$ cat src/nem_pkg.sv
// Shared types and constants of the nearest event matcher.
package nem_pkg;

  localparam int unsigned SumW = 60;
  localparam logic [SumW-1:0] SumMax = {SumW{1'b1}};

  typedef enum logic [1:0] {
    KIND_REF  = 2'd0,
    KIND_CAND = 2'd1,
    KIND_EMIT = 2'd2,
    KIND_NONE = 2'd3
  } kind_t;

  typedef enum logic [1:0] {
    CFG_COUNT = 2'd0,
    CFG_PTW   = 2'd1,
    CFG_ETAW  = 2'd2,
    CFG_NONE  = 2'd3
  } cfg_idx_t;

  typedef struct packed {
    logic [1:0]  kind;
    logic [2:0]  slot;
    logic [15:0] particle_id;
    logic [15:0] pt;
    logic [15:0] eta;
    logic [7:0]  event_class;
  } in_word_t;

  typedef struct packed {
    logic [SumW-1:0] nearest_distance_sq;
    logic [7:0]      nearest_class;
    logic            found_match;
  } out_word_t;

  typedef struct packed {
    logic [15:0] id;
    logic [15:0] pt;
    logic [15:0] eta;
  } particle_t;

  // 0 other, 1 electron, 2 muon
  function automatic logic [1:0] lepton_kind(input logic [15:0] id);
    logic [15:0] a;
    begin
      a = id[15] ? (~id + 16'd1) : id;
      if (a == 16'd11) lepton_kind = 2'd1;
      else if (a == 16'd13) lepton_kind = 2'd2;
      else lepton_kind = 2'd0;
    end
  endfunction

endpackage

$ cat src/nem_if.sv
// Valid/ready channel interfaces of the nearest event matcher.
interface nem_in_if;
  logic             valid;
  logic             ready;
  nem_pkg::in_word_t data;
  modport source (output valid, output data, input ready);
  modport sink (input valid, input data, output ready);
endinterface

interface nem_out_if;
  logic              valid;
  logic              ready;
  nem_pkg::out_word_t data;
  modport source (output valid, output data, input ready);
  modport sink (input valid, input data, output ready);
endinterface

$ cat src/nearest_event_matcher_unit.sv
// Nearest event matcher: particle stores in memories, sequential greedy matching.
// Reference and plain candidate words are accepted while idle. A completing candidate word
// is accepted, then the leptons are tallied over the n slots (n = particle count), then
// the pairs, up to n*n, each pass S_RCAND, S_MUL, S_RREF and S_ACC; S_DONE updates the best.
// An emit word is accepted while idle; a further emit waits until its result has been taken.
// Reset (synchronous, rst_n low) loads register defaults and clears the best result.
module nearest_event_matcher_unit #(
  parameter int unsigned MAX_PARTICLES = 8
) (
  input  logic        clk,
  input  logic        rst_n,
  input  logic        cfg_we,
  input  logic [1:0]  cfg_index,
  input  logic [15:0] cfg_wdata,
  nem_in_if.sink      in_ch,
  nem_out_if.source   out_ch
);
  localparam int unsigned AW = (MAX_PARTICLES > 1) ? $clog2(MAX_PARTICLES) : 1;
  localparam int unsigned NMAX = (MAX_PARTICLES < 8) ? MAX_PARTICLES : 8;
  localparam int unsigned CW = 4;
  localparam int unsigned SumW = nem_pkg::SumW;

  typedef enum logic [6:0] {
    S_IDLE  = 7'b0000001,
    S_CNT   = 7'b0000010,
    S_RREF  = 7'b0000100,
    S_RCAND = 7'b0001000,
    S_MUL   = 7'b0010000,
    S_ACC   = 7'b0100000,
    S_DONE  = 7'b1000000
  } state_t;

  state_t state_r, state_nxt;

  logic [3:0]  count_r;
  logic [15:0] ptw_r, etaw_r;

  nem_pkg::particle_t ref_mem [MAX_PARTICLES];
  nem_pkg::particle_t cand_mem [MAX_PARTICLES];
  nem_pkg::particle_t ref_q, cand_q;
  logic [AW-1:0] ref_ra, cand_ra;

  logic [CW-1:0] r_r, c_r, n_r;
  logic [7:0]    cls_r;
  logic [7:0]    taken_r;
  logic [7:0]    ne_r, nm_r; // signed differences of lepton counts, ref minus cand
  logic          found_r;
  logic [AW-1:0] pick_r;
  logic [49:0]   bestc_r;
  logic [SumW-1:0] sum_r;

  logic [SumW-1:0] best_sum_r;
  logic [7:0]      best_class_r;
  logic            have_best_r;

  logic [16:0] dp_r, de_r;
  logic [16:0] dp_neg, de_neg;
  logic [15:0] dp_abs, de_abs;
  logic [33:0] dp2_r, de2_r;
  logic [49:0] cost;
  logic        pair_ok_r;

  logic            out_valid_r;
  nem_pkg::out_word_t out_data_r;

  logic [3:0] n_used;
  always_comb begin
    n_used = (count_r == 4'd0) ? 4'd1 : count_r;
    if (n_used > 4'(NMAX)) n_used = 4'(NMAX);
  end

  nem_pkg::in_word_t iw;
  assign iw = in_ch.data;
  logic acc;
  assign in_ch.ready = (state_r == S_IDLE) && !(out_valid_r && iw.kind == nem_pkg::KIND_EMIT);
  assign acc = in_ch.valid && in_ch.ready;

  // config
  always_ff @(posedge clk) begin
    if (!rst_n) begin
      count_r <= 4'd6;
      ptw_r   <= 16'd41;
      etaw_r  <= 16'd1;
    end else if (cfg_we) begin
      unique case (nem_pkg::cfg_idx_t'(cfg_index))
        nem_pkg::CFG_COUNT: count_r <= cfg_wdata[3:0];
        nem_pkg::CFG_PTW:   ptw_r <= cfg_wdata;
        nem_pkg::CFG_ETAW:  etaw_r <= cfg_wdata;
        default: ;
      endcase
    end
  end

  // memories: write on accepted words, registered read
  logic wr_ok;
  assign wr_ok = 5'(iw.slot) < 5'(MAX_PARTICLES);
  always_ff @(posedge clk) begin
    if (acc && wr_ok && iw.kind == nem_pkg::KIND_REF)
      ref_mem[AW'(iw.slot)] <= '{iw.particle_id, iw.pt, iw.eta};
    if (acc && wr_ok && iw.kind == nem_pkg::KIND_CAND)
      cand_mem[AW'(iw.slot)] <= '{iw.particle_id, iw.pt, iw.eta};
    ref_q  <= ref_mem[ref_ra];
    cand_q <= cand_mem[cand_ra];
  end

  logic last_c;
  assign last_c = (c_r == n_r - 4'd1);

  always_comb begin
    ref_ra  = AW'(r_r);
    cand_ra = AW'(c_r);
    if (state_r == S_CNT) cand_ra = AW'(r_r);
  end

  // square magnitudes only, so fold the sign off first
  always_comb begin
    dp_neg = ~dp_r + 17'd1;
    de_neg = ~de_r + 17'd1;
    dp_abs = dp_r[16] ? dp_neg[15:0] : dp_r[15:0];
    de_abs = de_r[16] ? de_neg[15:0] : de_r[15:0];
  end

  assign cost = 50'(dp2_r) * 50'(ptw_r) + 50'(de2_r) * 50'(etaw_r);

  always_comb begin
    state_nxt = state_r;
    unique case (state_r)
      S_IDLE: if (acc && iw.kind == nem_pkg::KIND_CAND &&
                  {1'b0, iw.slot} == n_used - 4'd1) state_nxt = S_CNT;
      S_CNT:  state_nxt = S_CNT;
      S_RREF, S_RCAND, S_MUL, S_ACC: state_nxt = state_r;
      S_DONE: state_nxt = S_IDLE;
      default: state_nxt = S_IDLE;
    endcase
  end

  // sequencer
  logic [1:0] kr, kc;
  assign kr = nem_pkg::lepton_kind(ref_q.id);
  assign kc = nem_pkg::lepton_kind(cand_q.id);

  always_ff @(posedge clk) begin
    if (!rst_n) begin
      state_r      <= S_IDLE;
      best_sum_r   <= nem_pkg::SumMax;
      best_class_r <= 8'd0;
      have_best_r  <= 1'b0;
      out_valid_r  <= 1'b0;
    end else begin
      if (out_valid_r && out_ch.ready) out_valid_r <= 1'b0;
      unique case (state_r)
        S_IDLE: begin
          if (acc && iw.kind == nem_pkg::KIND_EMIT) begin
            out_valid_r  <= 1'b1;
            out_data_r   <= '{best_sum_r, best_class_r, have_best_r};
            best_sum_r   <= nem_pkg::SumMax;
            best_class_r <= 8'd0;
            have_best_r  <= 1'b0;
          end
          if (state_nxt == S_CNT) begin
            cls_r <= iw.event_class;
            n_r   <= n_used;
            r_r   <= '0;
            c_r   <= '0;
            ne_r  <= '0;
            nm_r  <= '0;
            state_r <= S_CNT;
          end
        end
        // walk slots, reading ref and cand at the same index; tally the data in the cycle after its read
        S_CNT: begin
          if (c_r != '0) begin
            ne_r <= ne_r + 8'(kr == 2'd1) - 8'(kc == 2'd1);
            nm_r <= nm_r + 8'(kr == 2'd2) - 8'(kc == 2'd2);
          end
          if (c_r == n_r) begin
            if (ne_r + 8'(kr == 2'd1) - 8'(kc == 2'd1) != 8'd0 ||
                nm_r + 8'(kr == 2'd2) - 8'(kc == 2'd2) != 8'd0) begin
              state_r <= S_IDLE;
            end else begin
              r_r <= '0; c_r <= '0; taken_r <= '0; sum_r <= '0; found_r <= 1'b0;
              state_r <= S_RCAND;
            end
          end else begin
            r_r <= r_r + 4'd1;
            c_r <= c_r + 4'd1;
          end
        end
        // addresses r_r, c_r were presented; data arrives next cycle
        S_RCAND: state_r <= S_MUL;
        S_MUL: begin
          dp_r <= {1'b0, ref_q.pt} - {1'b0, cand_q.pt};
          de_r <= {ref_q.eta[15], ref_q.eta} - {cand_q.eta[15], cand_q.eta};
          pair_ok_r <= !taken_r[3'(c_r)] && (ref_q.id == cand_q.id);
          state_r <= S_RREF;
        end
        S_RREF: begin
          dp2_r <= {2'b00, 32'(dp_abs) * 32'(dp_abs)};
          de2_r <= {2'b00, 32'(de_abs) * 32'(de_abs)};
          state_r <= S_ACC;
        end
        S_ACC: begin
          logic fnd;
          logic [AW-1:0] pk;
          logic [49:0] bc;
          fnd = found_r; pk = pick_r; bc = bestc_r;
          if (pair_ok_r && (!found_r || cost < bestc_r)) begin
            fnd = 1'b1; pk = AW'(c_r); bc = cost;
          end
          if (last_c) begin
            if (!fnd) begin
              state_r <= S_IDLE;
            end else begin
              taken_r[3'(pk)] <= 1'b1;
              sum_r <= ({1'b0, sum_r} + (SumW+1)'(bc) > (SumW+1)'(nem_pkg::SumMax))
                       ? nem_pkg::SumMax : SumW'({1'b0, sum_r} + (SumW+1)'(bc));
              found_r <= 1'b0;
              c_r <= '0;
              if (r_r == n_r - 4'd1) begin
                state_r <= S_DONE;
              end else begin
                r_r <= r_r + 4'd1;
                state_r <= S_RCAND;
              end
            end
          end else begin
            found_r <= fnd; pick_r <= pk; bestc_r <= bc;
            c_r <= c_r + 4'd1;
            state_r <= S_RCAND;
          end
        end
        S_DONE: begin
          if (sum_r < best_sum_r) begin
            best_sum_r   <= sum_r;
            best_class_r <= cls_r;
            have_best_r  <= 1'b1;
          end
          state_r <= S_IDLE;
        end
        default: state_r <= S_IDLE;
      endcase
    end
  end

  assign out_ch.valid = out_valid_r;
  assign out_ch.data  = out_data_r;
endmodule

$ cat src/flat_wrapper.sv
// flat-port wrapper written by rule: the top's interface ports become plain ports
module nearest_event_matcher_unit_flat 
#(
  parameter int unsigned MAX_PARTICLES = 8
)
  (clk, rst_n, cfg_we, cfg_index, cfg_wdata, in_ch_valid, in_ch_data, in_ch_ready, out_ch_valid, out_ch_data, out_ch_ready);
  nem_in_if in_ch_i ();
  nem_out_if out_ch_i ();
  input  logic clk;
  input  logic rst_n;
  input  logic cfg_we;
  input  logic [1:0] cfg_index;
  input  logic [15:0] cfg_wdata;
  input wire logic [$bits(in_ch_i.valid)-1:0] in_ch_valid;
  input wire logic [$bits(in_ch_i.data)-1:0] in_ch_data;
  output wire logic [$bits(in_ch_i.ready)-1:0] in_ch_ready;
  output wire logic [$bits(out_ch_i.valid)-1:0] out_ch_valid;
  output wire logic [$bits(out_ch_i.data)-1:0] out_ch_data;
  input wire logic [$bits(out_ch_i.ready)-1:0] out_ch_ready;
  assign in_ch_i.valid = in_ch_valid;
  assign in_ch_i.data = in_ch_data;
  assign in_ch_ready = in_ch_i.ready;
  assign out_ch_valid = out_ch_i.valid;
  assign out_ch_data = out_ch_i.data;
  assign out_ch_i.ready = out_ch_ready;
  nearest_event_matcher_unit #(.MAX_PARTICLES(MAX_PARTICLES)) u_core (.clk(clk), .rst_n(rst_n), .cfg_we(cfg_we), .cfg_index(cfg_index), .cfg_wdata(cfg_wdata), .in_ch(in_ch_i), .out_ch(out_ch_i));
endmodule
$ cat config.mk
export PLATFORM = sky130hd
export DESIGN_NAME = nearest_event_matcher_unit_flat
export DESIGN_NICKNAME = d
export VERILOG_FILES = /design/src/nem_pkg.sv /design/src/nem_if.sv /design/src/nearest_event_matcher_unit.sv /design/src/flat_wrapper.sv
export SDC_FILE = /design/constraint.sdc
export NUM_CORES = 2
export LEC_CHECK = 0
export BUFFER_PORTS_ARGS = -buffer_cell sky130_fd_sc_hd__buf_2
export CORE_ASPECT_RATIO = 1.25
export CORE_UTILIZATION = 50
export CTS_CLUSTER_DIAMETER = 120
export DETAILED_ROUTE_END_ITERATION = 6
export PLACE_DENSITY = 0.67
export SLEW_MARGIN = 25
export SYNTH_ARGS = -nofsm -noshare
export SYNTH_HDL_FRONTEND = slang
export SYNTH_SLANG_ARGS = --single-unit
export TNS_END_PERCENT = 50
$ cat constraint.sdc
create_clock -name clk -period 25.8 [get_ports clk]
set_input_delay 2.58 -clock clk [delete_from_list [all_inputs] [get_ports clk]]
set_output_delay 2.58 -clock clk [all_outputs]
set_load 0.05 [all_outputs]
**Yosys cells after proc, flatten, opt, wreduce, memory -nomap -nowiden**

Memory sizes are Yosys's and may differ from the RTL's. A register that Yosys moved wholly into a read port is not among the register bits.
Index checks and enable logic that the tools add are counted.

- Register bits: 439
- Memory bits (writable): 768
- Word-level logic and storage cells: 221
- Memories: 2

Memories:

| name | depth | bits a word | rd ports | clocked after Yosys merged registers in | wr ports | line | source |
|---|---|---|---|---|---|---|---|
| u_core.cand_mem | 8 | 48 | 1 | 1 | 1 | nearest_event_matcher_unit.sv:39 | `nem_pkg::particle_t cand_mem [MAX_PARTICLES];` |
| u_core.ref_mem | 8 | 48 | 1 | 1 | 1 | nearest_event_matcher_unit.sv:38 | `nem_pkg::particle_t ref_mem [MAX_PARTICLES];` |

- Add/subtract/negate cells: 16
- $mul: 4
- Order comparisons: 7
- Eq/ne operators: 36
- Mux-type cells: 81
- Bitwise logic cells: 6
- Reductions and logical operators: 42

Operators by type and width:

| cell | number |
|---|---|
| 60-bit two-way mux | 7 |
| 60-bit one-hot mux with 2 select lines | 2 |
| 50-bit two-way mux | 3 |
| 32-bit by 16-bit multiplier with 48-bit output | 2 |
| 8-bit two-way mux | 9 |
| 16-bit by 1-bit adder with 16-bit output (second input constant) | 4 |
| 16-bit by 4-bit equality test with 1-bit output (second input constant) | 4 |
| 16-bit by 16-bit multiplier with 32-bit output | 2 |
| 16-bit two-way mux | 4 |
| 16-bit NOT | 4 |
| 8-bit one-hot mux with 2 select lines | 4 |
| 60-bit by 50-bit adder with 61-bit output | 1 |
| 61-bit by 60-bit greater-than comparator with 1-bit output (second input constant) | 1 |
| 60-bit less-than comparator | 1 |
| 50-bit adder | 1 |
| 50-bit less-than comparator | 1 |
| 4-bit two-way mux | 12 |
| 7-bit two-way mux | 6 |
| 7-bit one-hot mux with 6 select lines | 1 |
| 16-bit by 16-bit subtractor with 17-bit output | 2 |
| 4-bit one-hot mux with 3 select lines | 2 |
| 7-bit one-hot mux with 3 select lines | 1 |
| 1-bit two-way mux | 18 |
| 8-bit by 1-bit adder with 8-bit output | 2 |
| other kinds (44) | 98 |

**Longest topological paths before layout**

- Word-level depth: 16
- Depth in mapped cells: 59

**Worst setup path before layout**

Ideal clock, no wire load.

- Path kind: flip-flop to flip-flop
- Start point: register u_core.de2_r[19]
- End point: register u_core.sum_r[50], data pin
- Data arrival time: 12.629 ns
- Slack: 12.916 ns
- Cell stages (with the launch flop): 57
- Path buffers: 4
- Clock period less this slack: 12.884 ns
- Cells stage by stage: edfxtp_1 -> clkbuf_1 -> nand2_1 -> fa_1 -> inv_1 -> fa_1 -> inv_1 -> fa_1 -> inv_1 -> fa_1 -> fa_1 -> inv_1 -> fa_1 -> inv_1 -> ha_1 -> nand2_1 -> and3_1 -> a2111oi_0 -> [21 not listed] -> nor3_1 -> a21oi_1 -> buf_2 -> buf_2 -> mux2_2 -> ha_1 -> fa_1 -> a21oi_1 -> nand4b_1 -> and3_1 -> o31ai_1 -> a41o_1 -> a41o_1 -> a21o_1 -> nand3_1 -> clkbuf_1 -> o31ai_1 -> and2_1

- Longest elaborated chain between the ends: 14

RTL lines:

| element | line | source |
|---|---|---|
| start: declaration | nearest_event_matcher_unit.sv:59 | `logic [33:0] dp2_r, de2_r;` |
| start signal: assignment | nearest_event_matcher_unit.sv:199 | `de2_r <= {2'b00, 32'(de_abs) * 32'(de_abs)};` |
| 32-bit by 16-bit multiplier with 48-bit output * | nearest_event_matcher_unit.sv:123 | `assign cost = 50'(dp2_r) * 50'(ptw_r) + 50'(de2_r) * 50'(etaw_r);` |
| 50-bit adder * | nearest_event_matcher_unit.sv:123 |  |
| 50-bit less-than comparator | nearest_event_matcher_unit.sv:207 | `if (pair_ok_r && (!found_r \|\| cost < bestc_r)) begin` |
| 1-bit logical OR | nearest_event_matcher_unit.sv:207 |  |
| 1-bit logical AND | nearest_event_matcher_unit.sv:207 |  |
| 50-bit two-way mux * | nearest_event_matcher_unit.sv:207 |  |
| 50-bit two-way mux * | nearest_event_matcher_unit.sv:151 | `unique case (state_r)` |
| 50-bit two-way mux * | nearest_event_matcher_unit.sv:143 | `if (!rst_n) begin` |
| 60-bit by 50-bit adder with 61-bit output * | nearest_event_matcher_unit.sv:215 | `sum_r <= ({1'b0, sum_r} + (SumW+1)'(bc) > (SumW+1)'(nem_pkg::SumMax))` |
| 61-bit by 60-bit greater-than comparator with 1-bit output | nearest_event_matcher_unit.sv:215 |  |
| 60-bit two-way mux * | nearest_event_matcher_unit.sv:216 | `? nem_pkg::SumMax : SumW'({1'b0, sum_r} + (SumW+1)'(bc));` |
| 60-bit two-way mux * | nearest_event_matcher_unit.sv:211 | `if (!fnd) begin` |
| 60-bit two-way mux * | nearest_event_matcher_unit.sv:210 | `if (last_c) begin` |
| 60-bit one-hot mux with 2 select lines * | nearest_event_matcher_unit.sv:151 |  |
| end signal: assignment | nearest_event_matcher_unit.sv:215 |  |
| end: declaration | nearest_event_matcher_unit.sv:50 | `logic [SumW-1:0] sum_r;` |

Mark *: on every way between the ends. The rest lies on a longest branch, timed or not. The select of a mux whose other input is x is not followed.
A chain may end at the register's enable or synchronous reset.

**Final worst setup path**

- Start point: register u_core.ptw_r[2]
- End point: register u_core.sum_r[50], data pin

- Longest elaborated chain between the ends: 14

RTL lines:

| element | line | source |
|---|---|---|
| start: declaration | nearest_event_matcher_unit.sv:36 | `logic [15:0] ptw_r, etaw_r;` |
| start signal: assignment | nearest_event_matcher_unit.sv:87 | `nem_pkg::CFG_PTW: ptw_r <= cfg_wdata;` |
| 32-bit by 16-bit multiplier with 48-bit output * | nearest_event_matcher_unit.sv:123 |  |
| 50-bit adder * | nearest_event_matcher_unit.sv:123 |  |
| 50-bit less-than comparator | nearest_event_matcher_unit.sv:207 |  |
| 1-bit logical OR | nearest_event_matcher_unit.sv:207 |  |
| 1-bit logical AND | nearest_event_matcher_unit.sv:207 |  |
| 50-bit two-way mux * | nearest_event_matcher_unit.sv:207 |  |
| 50-bit two-way mux * | nearest_event_matcher_unit.sv:151 |  |
| 50-bit two-way mux * | nearest_event_matcher_unit.sv:143 |  |
| 60-bit by 50-bit adder with 61-bit output * | nearest_event_matcher_unit.sv:215 |  |
| 61-bit by 60-bit greater-than comparator with 1-bit output | nearest_event_matcher_unit.sv:215 |  |
| 60-bit two-way mux * | nearest_event_matcher_unit.sv:216 |  |
| 60-bit two-way mux * | nearest_event_matcher_unit.sv:211 |  |
| 60-bit two-way mux * | nearest_event_matcher_unit.sv:210 |  |
| 60-bit one-hot mux with 2 select lines * | nearest_event_matcher_unit.sv:151 |  |

Marks and branches as above.

==> impl_metrics.py <==
metrics = {
    "grt": {
        "grt_pass1_wl_um": 396000,
        "grt_pass1_vias": 72371,
        "grtUsageTotal_pct": 24.4,
        "antenna_found_initial": 22,
        "grt_start_max_net_pins": 101,
        "grt_overflow": 0,
    },
    "finish": {
        "drive_gt1_share_pct": 9.45,
        "syn2layout_area_growth_pct": 8.27,
        "instances_no_fill": 12069,
        "register_area_um2": 37000,
        "multi_input_area_um2": 59000,
        "nNetsFinal": 11161,
        "fillerInstances": 17424,
    },
    "worst_setup_path": {
        "crit_path_start_kind": "flip-flop",
        "worstPathArrival_ns": 16.09,
        "path_max_fanout": 76,
        "required_ns": 26.34,
        "end_kind": "flip-flop",
        "crit_top_cell": "fa_1",
        "critPathMaxStageDelay_ns": 0.83,
        "crit_type": "flip-flop to flip-flop",
        "critPathSlowestCell": "o32ai_1",
    },
    "power_and_ir_drop": {
        "intPower_w": 0.00555,
        "combPwrFrac_pct": 53.3,
        "peakVddDrop_v": 0.000144,
        "power.density_nw_per_um2": 84.8,
        "switchingPower_w": 0.00392,
        "swShare_pct": 41.4,
        "p_clk_share_pct": 21.1,
        "p_leak_nw": 48.3,
        "p_seq_share_pct": 25.6,
    },
    "clocking": {
        "clockBufferDepth": 3,
        "cts_sinks": 1301,
        "postCtsSetupBuffers": 0,
        "clkTransAtPathRegs_ns": 0.06,
        "cts_tree": "yes",
        "numCtsBuffers": 133,
        "cts.hold.buffers_added": 0,
        "cts_max_level": 4,
        "clkLatencyLatePin_ns": 0.81,
        "cts_root_buf": "clkbuf_16",
        "cts_resized": 0,
    },
    "timing": {
        "setup_slack_ns": 10.25,
        "fin_tns_setup_ns": 0,
        "worst_pin_slew_ns": 1.08,
        "drv_slew": 0,
        "min_period_ns": 15.55,
        "period_share_pct": 60.3,
        "finClkSkew_ns": 0.0449,
        "whs_ns": 0.429,
        "finalSetupViolCount": 0,
        "rsz0062_at_grt": "false",
        "hold_viol": 0,
        "max_freq_mhz": 64.3,
        "slew_headroom_pct": 27.7,
    },
    "floorplanning": {
        "core_um2": 205000,
        "rows": 186,
        "initial_core_util_pct": 50.2,
        "ios": 155,
        "die_area_um2": 208000,
        "dieHeight_um": 510,
        "die_w_um": 408,
    },
    "logic_synthesis": {
        "synth_common_cells": "1605 x inv_1, 1154 x fa_1, 1092 x edfxtp_1, 977 x nand2_1, 695 x ha_1",
        "synth_area_per_cell_um2": 11.3,
        "synth-main-ff-cell": "edfxtp_1",
        "async_reset_ff_share_pct": 0,
        "yosysMostFrequentCell": "inv_1",
        "yosysTopAreaCellShare_pct": 31.8,
        "syn_area_um2": 103000,
        "synth_edf_count": 1092,
        "yosys.area.top_type": "edfxtp_1",
        "ys_types": 87,
        "synth_area_leaders": "edfxtp_1 32%, fa_1 22%, ha_1 8.4%",
        "yosysSeqAreaShare_pct": 35.9,
        "yosysWarnings": 0,
        "ys_ff_latch": 1301,
        "netlist_instances": 9157,
    },
    "placed_design": {
        "dp.cells": 11819,
        "io_buffer_count": 154,
        "gp_congestion": 0.926,
        "dpl.hpwl_um": 185000,
        "pre_cts_ws_ns": 10.31,
    },
    "route": {
        "wl_per_cell_um": 20.6,
        "vias": 67073,
        "drt-total-wl_um": 248000,
        "ant_nets": 0,
        "avgViaCountPerCell": 5.56,
        "drt-pass1-iter-count": 6,
        "drt-initial-drc-count": 3925,
        "drc": 0,
    },
    "hold_path": {
        "min_path_type": "flip-flop to flip-flop",
    },
    "run": {
        "drv_cap": 0,
    },
    "outcome": {
        "status": "finished clean",
    },
}
registers in the layout, indices dropped and copies added (netlist names), 16 cells and up:
name,cells
u_core.bestc_r,50
u_core.dp_r,17
u_core.cand_mem,384
u_core.ref_q,48
u_core.de2_r,31
u_core.out_ch.data,69
u_core.ptw_r,16
u_core.best_sum_r,60
u_core.cand_q,48
u_core.sum_r,60
u_core.ref_mem,384
u_core.de_r,17
u_core.etaw_r,16
u_core.dp2_r,31
per-stage QoR:
stage               area (um2)  power [W]  utilization [%]
finish                  112000    0.00947             54.4
global route            112000     0.0101             54.4
CTS                     112000    0.00955             54.4
detailed placement      107000    0.00751             52.2
global placement        107000    0.00747             52.2
floorplan               103000    0.00614                -
cell usage in the layout (no fill, tap or decap), types with 142 or more instances in the layout:
master	count
inv_1	1605
fa_1	1154
edfxtp_1	1092
nand2_1	977
ha_1	695
a21oi_1	368
nor2_1	366
and2_1	361
dfxtp_1	209
mux4_2	194
xnor2_1	193
o21ai_0	188
a21o_1	176
buf_2	154
mux2_2	142
worst max-delay path: cells and delay by family (launching register included):
kind            cells  cell delay, ns
fa+ha+maj          11            4.69
buf+inv             9            1.62
mux                 1            0.41
flops               1            0.75
xor+xnor            2            0.56
compound gates     25            5.72
simple gates        7            1.51
layer usage:
layer	routed length, um	GRT usage, %	up-vias
li1	-	-	30517
met2	128000	43.9	1887
met4	13100	12.3	30
met5	184	0	-
met1	94400	28.4	34068
met3	12100	3.14	571
final timing paths:
kind,startpoint,cells after the start,slack [ns],end
worst max-delay path,u_core.ptw_r[2]$_SDFFE_PN0P_,55,10.25,u_core.sum_r[50]$_SDFFCE_PP0P_
worst min-delay path,u_core.best_class_r[7]$_SDFFE_PN0P_,0,0.43,u_core.out_ch.data[8]$_DFFE_PP_
worst max register to register,u_core.ptw_r[2]$_SDFFE_PN0P_,55,10.25,u_core.sum_r[50]$_SDFFCE_PP0P_
worst min register to register,u_core.best_class_r[7]$_SDFFE_PN0P_,0,0.43,u_core.out_ch.data[8]$_DFFE_PP_
kinds of logic (layout without fill, tap and decap cells):
logic type      count (synthesis)  after routing  share of synthesized area, %
mux                           349            349                          5.92
compound gates               1142           1142                          7.17
simple gates                 2224           2224                          10.2
buf+inv                      1959           2125                          7.18
flops                        1301           1301                          35.9
xor+xnor                      331            331                          2.81
fa+ha+maj                    1849           1849                          30.8
other cells                     2             22                       0.00728
power by group through the flow:
stage,registers (W),logic (W),clock network (W)
after floorplan,0.00245,0.00369,0
after global placement,0.00246,0.00501,0
after detailed placement,0.00246,0.00505,0
after CTS,0.00242,0.00509,0.00204
after global routing,0.00242,0.00560,0.00212
final,0.00242,0.00505,0.00200
cell type report:
type | count | share of cell area (%)
Inverter | 1617 | 5.44
Clock inverter | 71 | 0.798
Multi-Input combinational cell | 5911 | 52.9
Timing Repair Buffer | 264 | 1.45
Clock buffer | 173 | 3.26
Antenna cell | 6 | 0.0135
Sequential cell | 1301 | 33.1
Tap cell | 2726 | 3.06
(Power assumes the default switching activity.)
